$ cat src/sv/sfr_pkg.sv
// ----------------------------------------------------------------------------
// Sensor frame receiver package
// Frame constants and the result record shared by the parser and the top level.
// ----------------------------------------------------------------------------
package sfr_pkg;

    // Frame markers.
    localparam logic [7:0] HDR_FIRST  = 8'hAA;
    localparam logic [7:0] HDR_SECOND = 8'h55;
    localparam logic [7:0] TRAIL_CR   = 8'h0D;
    localparam logic [7:0] TRAIL_LF   = 8'h0A;

    // Frame layout, as byte positions within the frame.
    localparam int POS_W = 5;
    localparam logic [POS_W-1:0] POS_HDR2    = 5'd1;
    localparam logic [POS_W-1:0] PAYLOAD_POS = 5'd2;
    localparam logic [POS_W-1:0] SUM_POS     = 5'd15;
    localparam logic [POS_W-1:0] TRAIL_POS   = 5'd16;
    localparam logic [POS_W-1:0] LAST_POS    = 5'd17;
    localparam logic [POS_W-1:0] FRAME_LEN   = 5'd18;

    localparam int PAYLOAD_LEN = 13;
    localparam int PIDX_W      = $clog2(PAYLOAD_LEN);

    // One decoded frame.
    typedef struct packed {
        logic [15:0] distance;
        logic [31:0] temperature_bits;
        logic [31:0] humidity_bits;
        logic [15:0] light_level;
        logic [7:0]  gas_level;
        logic        frame_error;
    } sfr_result_t;

endpackage

$ cat src/sv/sfr_parser.sv
// ----------------------------------------------------------------------------
// Sensor frame parser
// Hunts for the header, stores the payload, keeps the running checksum and
// builds the result on the last byte of a frame.
// ----------------------------------------------------------------------------
module sfr_parser (
    input  logic                aclk,
    input  logic                aresetn,
    input  logic                byte_en,
    input  logic [7:0]          data_byte,
    output logic                frame_last,
    output sfr_pkg::sfr_result_t result
);

    typedef enum logic [1:0] {
        HUNT_WAIT1 = 2'd0,
        HUNT_WAIT2 = 2'd1,
        HUNT_BODY  = 2'd2
    } hunt_state_t;

    hunt_state_t                 state_reg, state_next;
    logic [sfr_pkg::POS_W-1:0]   pos_reg, pos_next;
    logic [7:0]                  sum_reg, sum_next;
    logic [7:0]                  rx_sum_reg;
    logic [7:0]                  trail_reg;
    logic [7:0]                  payload_reg [sfr_pkg::PAYLOAD_LEN];

    logic                        pos_ok;
    logic                        store_we;
    logic                        rx_sum_we;
    logic                        trail_we;
    logic [sfr_pkg::POS_W-1:0]   store_off;
    logic [sfr_pkg::PIDX_W-1:0]  store_idx;
    logic                        frame_ok;

    assign pos_ok    = (pos_reg >= sfr_pkg::PAYLOAD_POS) && (pos_reg < sfr_pkg::FRAME_LEN);
    assign store_off = pos_reg - sfr_pkg::PAYLOAD_POS;
    assign store_idx = store_off[sfr_pkg::PIDX_W-1:0];

    // The current byte closes a frame.
    assign frame_last = (state_reg == HUNT_BODY) && (pos_reg == sfr_pkg::LAST_POS);

    // Hunt state machine and byte bookkeeping.
    always_comb begin
        state_next = state_reg;
        pos_next   = pos_reg;
        sum_next   = sum_reg;
        store_we   = 1'b0;
        rx_sum_we  = 1'b0;
        trail_we   = 1'b0;
        if (byte_en) begin
            unique case (state_reg)
                HUNT_WAIT2: begin
                    if (data_byte == sfr_pkg::HDR_SECOND) begin
                        state_next = HUNT_BODY;
                        pos_next   = sfr_pkg::PAYLOAD_POS;
                        sum_next   = 8'd0;
                    end else begin
                        state_next = HUNT_WAIT1;
                    end
                end
                HUNT_BODY: begin
                    if (!pos_ok) begin
                        state_next = HUNT_WAIT1;
                    end else begin
                        if (pos_reg < sfr_pkg::SUM_POS) begin
                            store_we = 1'b1;
                            sum_next = sum_reg + data_byte;
                        end
                        rx_sum_we = (pos_reg == sfr_pkg::SUM_POS);
                        trail_we  = (pos_reg == sfr_pkg::TRAIL_POS);
                        if (pos_reg == sfr_pkg::LAST_POS) begin
                            pos_next   = sfr_pkg::FRAME_LEN;
                            state_next = HUNT_WAIT1;
                        end else begin
                            pos_next = pos_reg + 5'd1;
                        end
                    end
                end
                default: begin
                    if (data_byte == sfr_pkg::HDR_FIRST) begin
                        state_next = HUNT_WAIT2;
                        pos_next   = sfr_pkg::POS_HDR2;
                    end
                end
            endcase
        end
    end

    // Control state.
    always_ff @(posedge aclk) begin
        if (!aresetn) begin
            state_reg <= HUNT_WAIT1;
            pos_reg   <= '0;
            sum_reg   <= '0;
        end else begin
            state_reg <= state_next;
            pos_reg   <= pos_next;
            sum_reg   <= sum_next;
        end
    end

    // Payload, checksum and trailer capture.
    always_ff @(posedge aclk) begin
        if (store_we) begin
            payload_reg[store_idx] <= data_byte;
        end
        if (rx_sum_we) begin
            rx_sum_reg <= data_byte;
        end
        if (trail_we) begin
            trail_reg <= data_byte;
        end
    end

    // Frame check and little-endian field assembly.
    assign frame_ok = (sum_reg == rx_sum_reg) && (trail_reg == sfr_pkg::TRAIL_CR)
                      && (data_byte == sfr_pkg::TRAIL_LF);

    always_comb begin
        result = '0;
        if (frame_ok) begin
            result.distance         = {payload_reg[1], payload_reg[0]};
            result.temperature_bits = {payload_reg[5], payload_reg[4],
                                       payload_reg[3], payload_reg[2]};
            result.humidity_bits    = {payload_reg[9], payload_reg[8],
                                       payload_reg[7], payload_reg[6]};
            result.light_level      = {payload_reg[11], payload_reg[10]};
            result.gas_level        = payload_reg[12];
        end else begin
            result.frame_error = 1'b1;
        end
    end

endmodule

$ cat src/sv/sensor_frame_receiver.sv
// ----------------------------------------------------------------------------
// Sensor frame receiver
// Takes one byte per transaction, finds 18-byte sensor frames and returns
// one decoded result per completed frame.
// A frame's result is registered as its last byte leaves the input register.
// Throughput: one byte per cycle, set by the parser step, but for the stall below.
// A closing byte waits in the input register while the previous result is unaccepted.
// Reset: synchronous active-low aresetn returns the hunt to the first header.
// ----------------------------------------------------------------------------
module sensor_frame_receiver (
    input  logic        aclk,
    input  logic        aresetn,
    input  logic        s_valid,
    output logic        s_ready,
    input  logic [7:0]  s_data_byte,
    output logic        m_valid,
    input  logic        m_ready,
    output logic [15:0] m_distance,
    output logic [31:0] m_temperature_bits,
    output logic [31:0] m_humidity_bits,
    output logic [15:0] m_light_level,
    output logic [7:0]  m_gas_level,
    output logic        m_frame_error
);

    logic                 in_valid_reg;
    logic [7:0]           in_byte_reg;
    logic                 out_valid_reg;
    sfr_pkg::sfr_result_t out_reg;

    logic                 frame_last;
    sfr_pkg::sfr_result_t result;
    logic                 out_free;
    logic                 step;

    // A byte steps through the parser unless it closes a frame and the
    // result register is still occupied.
    assign out_free = !out_valid_reg || m_ready;
    assign step     = in_valid_reg && (!frame_last || out_free);
    assign s_ready  = !in_valid_reg || step;

    sfr_parser u_parser (
        .aclk       (aclk),
        .aresetn    (aresetn),
        .byte_en    (step),
        .data_byte  (in_byte_reg),
        .frame_last (frame_last),
        .result     (result)
    );

    // Input register.
    always_ff @(posedge aclk) begin
        if (!aresetn) begin
            in_valid_reg <= 1'b0;
        end else if (s_ready) begin
            in_valid_reg <= s_valid;
        end
    end

    always_ff @(posedge aclk) begin
        if (s_valid && s_ready) begin
            in_byte_reg <= s_data_byte;
        end
    end

    // Result register.
    always_ff @(posedge aclk) begin
        if (!aresetn) begin
            out_valid_reg <= 1'b0;
        end else if (step && frame_last) begin
            out_valid_reg <= 1'b1;
        end else if (m_ready) begin
            out_valid_reg <= 1'b0;
        end
    end

    always_ff @(posedge aclk) begin
        if (step && frame_last) begin
            out_reg <= result;
        end
    end

    assign m_valid            = out_valid_reg;
    assign m_distance         = out_reg.distance;
    assign m_temperature_bits = out_reg.temperature_bits;
    assign m_humidity_bits    = out_reg.humidity_bits;
    assign m_light_level      = out_reg.light_level;
    assign m_gas_level        = out_reg.gas_level;
    assign m_frame_error      = out_reg.frame_error;

endmodule
$ cat config.mk
export PLATFORM = sky130hd
export DESIGN_NAME = sensor_frame_receiver
export DESIGN_NICKNAME = d
export VERILOG_FILES = /design/src/sv/sfr_pkg.sv /design/src/sv/sfr_parser.sv /design/src/sv/sensor_frame_receiver.sv
export SDC_FILE = /design/constraint.sdc
export NUM_CORES = 1
export LEC_CHECK = 0
export ABC_CLOCK_PERIOD_IN_PS = 10600
export BUFFER_PORTS_ARGS = -buffer_cell sky130_fd_sc_hd__buf_2
export CAP_MARGIN = 20
export CORE_MARGIN = 1.5
export CORE_UTILIZATION = 40
export DETAILED_ROUTE_END_ITERATION = 7
export GPL_TIMING_DRIVEN = 0
export SLEW_MARGIN = 10
export SYNTH_ARGS = -nofsm -noshare
export SYNTH_HDL_FRONTEND = slang
export SYNTH_HIERARCHICAL = 1
export SYNTH_SLANG_ARGS = --single-unit
$ cat constraint.sdc
create_clock -name aclk -period 10.6 [get_ports aclk]
set_input_delay 1.59 -clock aclk [delete_from_list [all_inputs] [get_ports aclk]]
set_output_delay 1.59 -clock aclk [all_outputs]
set_load 0.02 [all_outputs]
### Word level (Yosys, flattened, before mapping)

Memory sizes are Yosys's and may differ from the RTL's. A register that Yosys moved wholly into a read port is not among the register bits.
Index checks and enable logic that the tools add are counted.

| storage, ports and cells | value |
|---|---|
| output and inout bits | 107 |
| register bits after elaboration | 42 |
| memories kept | 1 |
| word-level logic and storage cells | 91 |
| bits of input ports | 12 |
| bits in writable memories | 104 |

| operators by class | value |
|---|---|
| $add $sub $neg | 3 |
| magnitude comparators | 3 |
| multiplexer cells | 29 |
| equal/unequal tests | 14 |
| reduce and logical (&&, ||, !) cells | 32 |

Memory list:

| memory | words | width | rd ports | clocked after Yosys merged registers in | write ports | line | source |
|---|---|---|---|---|---|---|---|
| u_parser.payload_reg | 13 | 8 | 13 | 13 | 1 | sfr_parser.sv:26 | `logic [7:0] payload_reg [sfr_pkg::PAYLOAD_LEN];` |

Operators by type and width:

| cell | number |
|---|---|
| $mux W8 | 3 |
| $mux W5 | 4 |
| $eq A8 B4 Y1 const B | 2 |
| $logic_not A1 Y1 | 16 |
| $pmux W8 S2 | 1 |
| $mux W1 | 15 |
| $eq A5 B5 Y1 const B | 2 |
| $pmux W5 S2 | 1 |
| $add A8 B8 Y8 | 1 |
| $eq A8 B7 Y1 const B | 1 |
| $eq A8 B8 Y1 | 1 |
| $eq A8 B8 Y1 const B | 1 |
| $mux W2 | 4 |
| $logic_and A1 B1 Y1 | 7 |
| $add A5 B1 Y5 const B | 1 |
| $eq A5 B4 Y1 const B | 1 |
| $ge A5 B2 Y1 const B | 1 |
| $lt A5 B4 Y1 const B | 1 |
| $lt A5 B5 Y1 const B | 1 |
| $reduce_and A5 Y1 | 1 |
| $ne A2 B1 Y1 const B | 2 |
| $pmux W2 S2 | 1 |
| $reduce_and A4 Y1 | 1 |
| $reduce_bool A2 Y1 | 2 |
| 8 further kinds | 10 |

### Logic depth before layout (Yosys ltp)

| depth | value |
|---|---|
| word-level depth | 8 |
| gate-level depth with buffers | 12 |

### Modules after synthesis

The synthesis kept the hierarchy.

Modules (own cells, without submodules):

| module | area an instance (um^2) | cells each | seq. area each (um^2) | instances |
|---|---|---|---|---|
| sfr_parser | 5,873.1 | 434 | 3,903.7 | 1 |
| sensor_frame_receiver | 3,510.9 | 125 | 3,433.3 | 1 |

### Worst setup path before layout

OpenSTA, ideal clock, no wires.

| timing path | value |
|---|---|
| path kind | input to register |
| from | input m_ready |
| to | register, netlist name m_distance[0] |
| data arrival time | 6,139 ps |
| stages on the path | 2 |
| setup slack | 3,892 ps |
| library setup time | 570 ps |
| data required time | 10,030 ps |
| cell sequence | and2b_1 > nor2_1 |

| between the ends | value |
|---|---|
| word-level cells in the longest chain between the ends | 4 |

Ends and longest elaborated chain:

| element | line | source |
|---|---|---|
| from (decl) | sensor_frame_receiver.sv:17 | `input logic m_ready,` |
| $logic_or A1 B1 Y1 | sensor_frame_receiver.sv:38 | `assign out_free = !out_valid_reg \|\| m_ready;` |
| $logic_or A1 B1 Y1 | sensor_frame_receiver.sv:39 | `assign step = in_valid_reg && (!frame_last \|\| out_free);` |
| $logic_and A1 B1 Y1 | sensor_frame_receiver.sv:39 |  |
| $logic_and A1 B1 Y1 | sensor_frame_receiver.sv:78 | `if (step && frame_last) begin` |

Every way passes these cells.
A chain may end at the register's enable or synchronous reset.

### Worst setup path in the final report

| timing path | value |
|---|---|
| from | register u_parser/pos_reg[4] (netlist bit) |
| to | output s_ready |

| between the ends | value |
|---|---|
| word-level cells in the longest chain between the ends | 6 |

Ends and longest elaborated chain:

| element | line | source |
|---|---|---|
| from (decl) | sfr_parser.sv:22 | `logic [sfr_pkg::POS_W-1:0] pos_reg, pos_next;` |
| from (signal assigned) | sfr_parser.sv:98 | `pos_reg <= pos_next;` |
| $eq A5 B5 Y1 | sfr_parser.sv:41 | `assign frame_last = (state_reg == HUNT_BODY) && (pos_reg == sfr_pkg::LAST_POS);` |
| $logic_and A1 B1 Y1 | sfr_parser.sv:41 |  |
| net frame_last | sensor_frame_receiver.sv:31 | `logic frame_last;` |
| $logic_not A1 Y1 | sensor_frame_receiver.sv:39 |  |
| $logic_or A1 B1 Y1 | sensor_frame_receiver.sv:39 |  |
| $logic_and A1 B1 Y1 | sensor_frame_receiver.sv:39 |  |
| $logic_or A1 B1 Y1 | sensor_frame_receiver.sv:40 | `assign s_ready = !in_valid_reg \|\| step;` |
| to (decl) | sensor_frame_receiver.sv:14 | `output logic s_ready,` |

The timed path passes the listed nets, and every way through them passes these cells.

==> impl_metrics.toml <==
[place]
gp_congestion = 0.776
dp_hpwl_mm = 11.4
port_buffers = 118
post-place-cells = 993

[flow_run]
maxCapViolCount = 0

[global_route]
grt_max_degree = 35
grt_pass1_vias = 4849
grt_pass1_wl_mm = 26.6
grt_overflow = 0
antenna_found_initial = 0
track_usage_pct = 14.2

[synthesis]
synth_top_flop_cell = "edfxtp_1"
synthArstFlopShare_pct = 0
syn_inst = 559
ys.warnings.count = 6
synth.area.top_cells = "edfxtp_1 75%, and2_1 7.7%, dfxtp_1 3.6%, ha_1 2.1%, nand2_1 1.1%"
synth_edf_count = 233
ys_types = 55
yosysSeqAreaShare_pct = 78.2
synth_adder_area_share_pct = 2.35
avgSynthCellArea_um2 = 16.8
synth_top_area_share_pct = 74.6
synthesis.nets = 588
synth-compound-area-share_pct = 3.27
syn_area_um2 = 9380
synth_top_family_by_area = "simple AND/OR/NAND/NOR gates"
synth-simple-area-share_pct = 13.1
synth.mux.area_fraction_pct = 0.373
yosysTopAreaCell = "edfxtp_1"
ys_ff_latch = 250
synth-xor-area-share_pct = 1.40

[power_and_ir_drop]
power.density_nw_per_um2 = 180
switchingPower_uw = 373
swShare_pct = 18.3
peakVddDrop_uv = 135
pwr-share-clk_pct = 45.4
p_seq_share_pct = 53.9
pwr-share-comb_pct = 0.7
p_leak_nw = 4.51
p_int_mw = 1.66

[cells_and_area]
fin_cells = 1039
largest_reg_flops = 104
fin_nets = 737
mostFrequentLayoutCells = "233 x edfxtp_1, 122 x buf_2, 115 x and2_1"
diodes = 0
layout_commonest_cell = "edfxtp_1"
final_core_util_pct = 49.6
area_growth_pct = 20.7
layout-drive-gt1-share_pct = 25.2
fillCellCount = 1969

[floorplan]
start_util_pct = 41.1
die_x_um = 156
core_area_um2 = 22800
ios = 119
die_y_um = 156
dieArea_um2 = 24400
num_rows = 55

[sta]
rsz0062_at_grt = "no"
finClkSkew_ns = 0.00863
final-max-slew-violation-count = 0
min_period_over_period_pct = 35.2
hold_viol = 0
slew_headroom_pct = 35.1
final-setup-viol-count = 0
fmax_mhz = 268
setup_tns_ns = 0
min_period_ns = 3.73
worst_pin_slew_ns = 0.973

[run_status]
status = "finished clean"

[worst_setup_path]
critPathRequiredTime_ns = 9.01
crit_arrival_ns = 2.14
cp_max_fo = 5
crit_type = "reg -> out"
end_kind = "primary output"
startpoint_type = "register"

[worst_hold_path]
min_path_type = "reg -> reg"

[cts]
clk_pin_slew_ns = 0.06
clock_sinks = 250
cts_root_buffer = "clkbuf_16"
cts_hold_buf = 0
cts_buffers = 25
htree_levels = 1
cts_buffer_depth = 3
cts_resized = 0
cts_setup_buffers = 0
cts_tree = "done"
worst_skew_pair.late_latency_ns = 0.50

[drt]
drt-total-wl_mm = 17.4
drt-initial-drc-count = 262
viasPerCell = 4.76
drtAntennaViolNets = 0
drc = 0
firstDrtPassIters = 5
vias = 4942
post_drt_wl_per_cell_um = 16.7
[cell type report]
cell class              instances  area [um^2]  area share (%)
inverters                      10         37.5           0.331
flip-flops and latches        250         7340            64.8
multi-input cells             281         1940            17.1
well taps                     313          392            3.46
clock inverters                18          248            2.19
repair buffers                122          656            5.79
plain buffers                  18         86.3           0.762
clock buffers                  27          633            5.59
[power groups by stage]
stage	clock, mW	combinational, mW	sequential (mW)
3_5_place_dp	0	0.0134	1.12
4_1_cts	0.944	0.0133	1.10
5_1_grt	0.980	0.0149	1.10
6_report	0.925	0.0134	1.10
2_1_floorplan	0	0.00887	1.11
3_3_place_gp	0	0.0126	1.12
[Yosys cell counts (all sizes together), types with 2 or more instances]
library cell / instances
nand4b: 2
and3: 4
mux2i: 2
nand4: 4
o21ai: 8
clkbuf: 12
nor2b: 2
nor3: 6
and2b: 2
a21o: 2
nand3b: 2
inv: 10
dfxtp: 17
nand3: 11
o31ai: 3
nor4b: 2
a41oi: 2
nand2: 28
nand2b: 7
o22ai: 3
xnor2: 11
and2: 115
buf: 6
ha: 16
a21oi: 5
nor3b: 2
a21boi: 9
xor2: 4
edfxtp: 233
nor2: 14
[routing by layer]
metal	GRT usage (%)	share of wire [%]
met5	0	0
met4	4.44	2.4
met3	2.28	5.3
met2	24.2	48
met1	18.8	44
[worst paths after layout]
path                    startpoint  slack [ns]                         end  depth (start not counted)
max            u_parser/pos_reg[4]        6.87                     s_ready                          5
min          u_parser/state_reg[1]        0.50       u_parser/state_reg[1]                          2
max reg2reg    u_parser/pos_reg[1]        7.26  u_parser/payload_reg[5][5]                          9
min reg2reg  u_parser/state_reg[1]        0.50       u_parser/state_reg[1]                          2
[cells by family after synthesis]
family / Yosys count
DFF: 250
and+or+nand+nor: 205
AOI/OAI and AO/OA: 41
buffers and inverters: 28
adders and majority gates: 17
xor gates and xnor gates: 15
muxes: 3
[worst max-delay path, cell delays in order, from the launching register on]
cell and delay, ns:
dfxtp_1 0.42, nor3b_1 0.34, nand2_1 0.22, nor2_1 0.33, nand4b_4 0.14, buf_2 0.18
[through the flow]
step           cell area, um^2  hold WS [ns]  worst slack (ns)  power, mW
2_1_floorplan             9380         0.462              3.89       1.11
3_3_place_gp             10400         0.481              2.26       1.13
3_5_place_dp             10400         0.496              6.50       1.13
4_1_cts                  11300         0.505              6.87       2.06
5_1_grt                  11300         0.528              6.71       2.09
6_report                 11300         0.503              6.87       2.04
No activity file was read; power rests on OpenSTA's default activity.
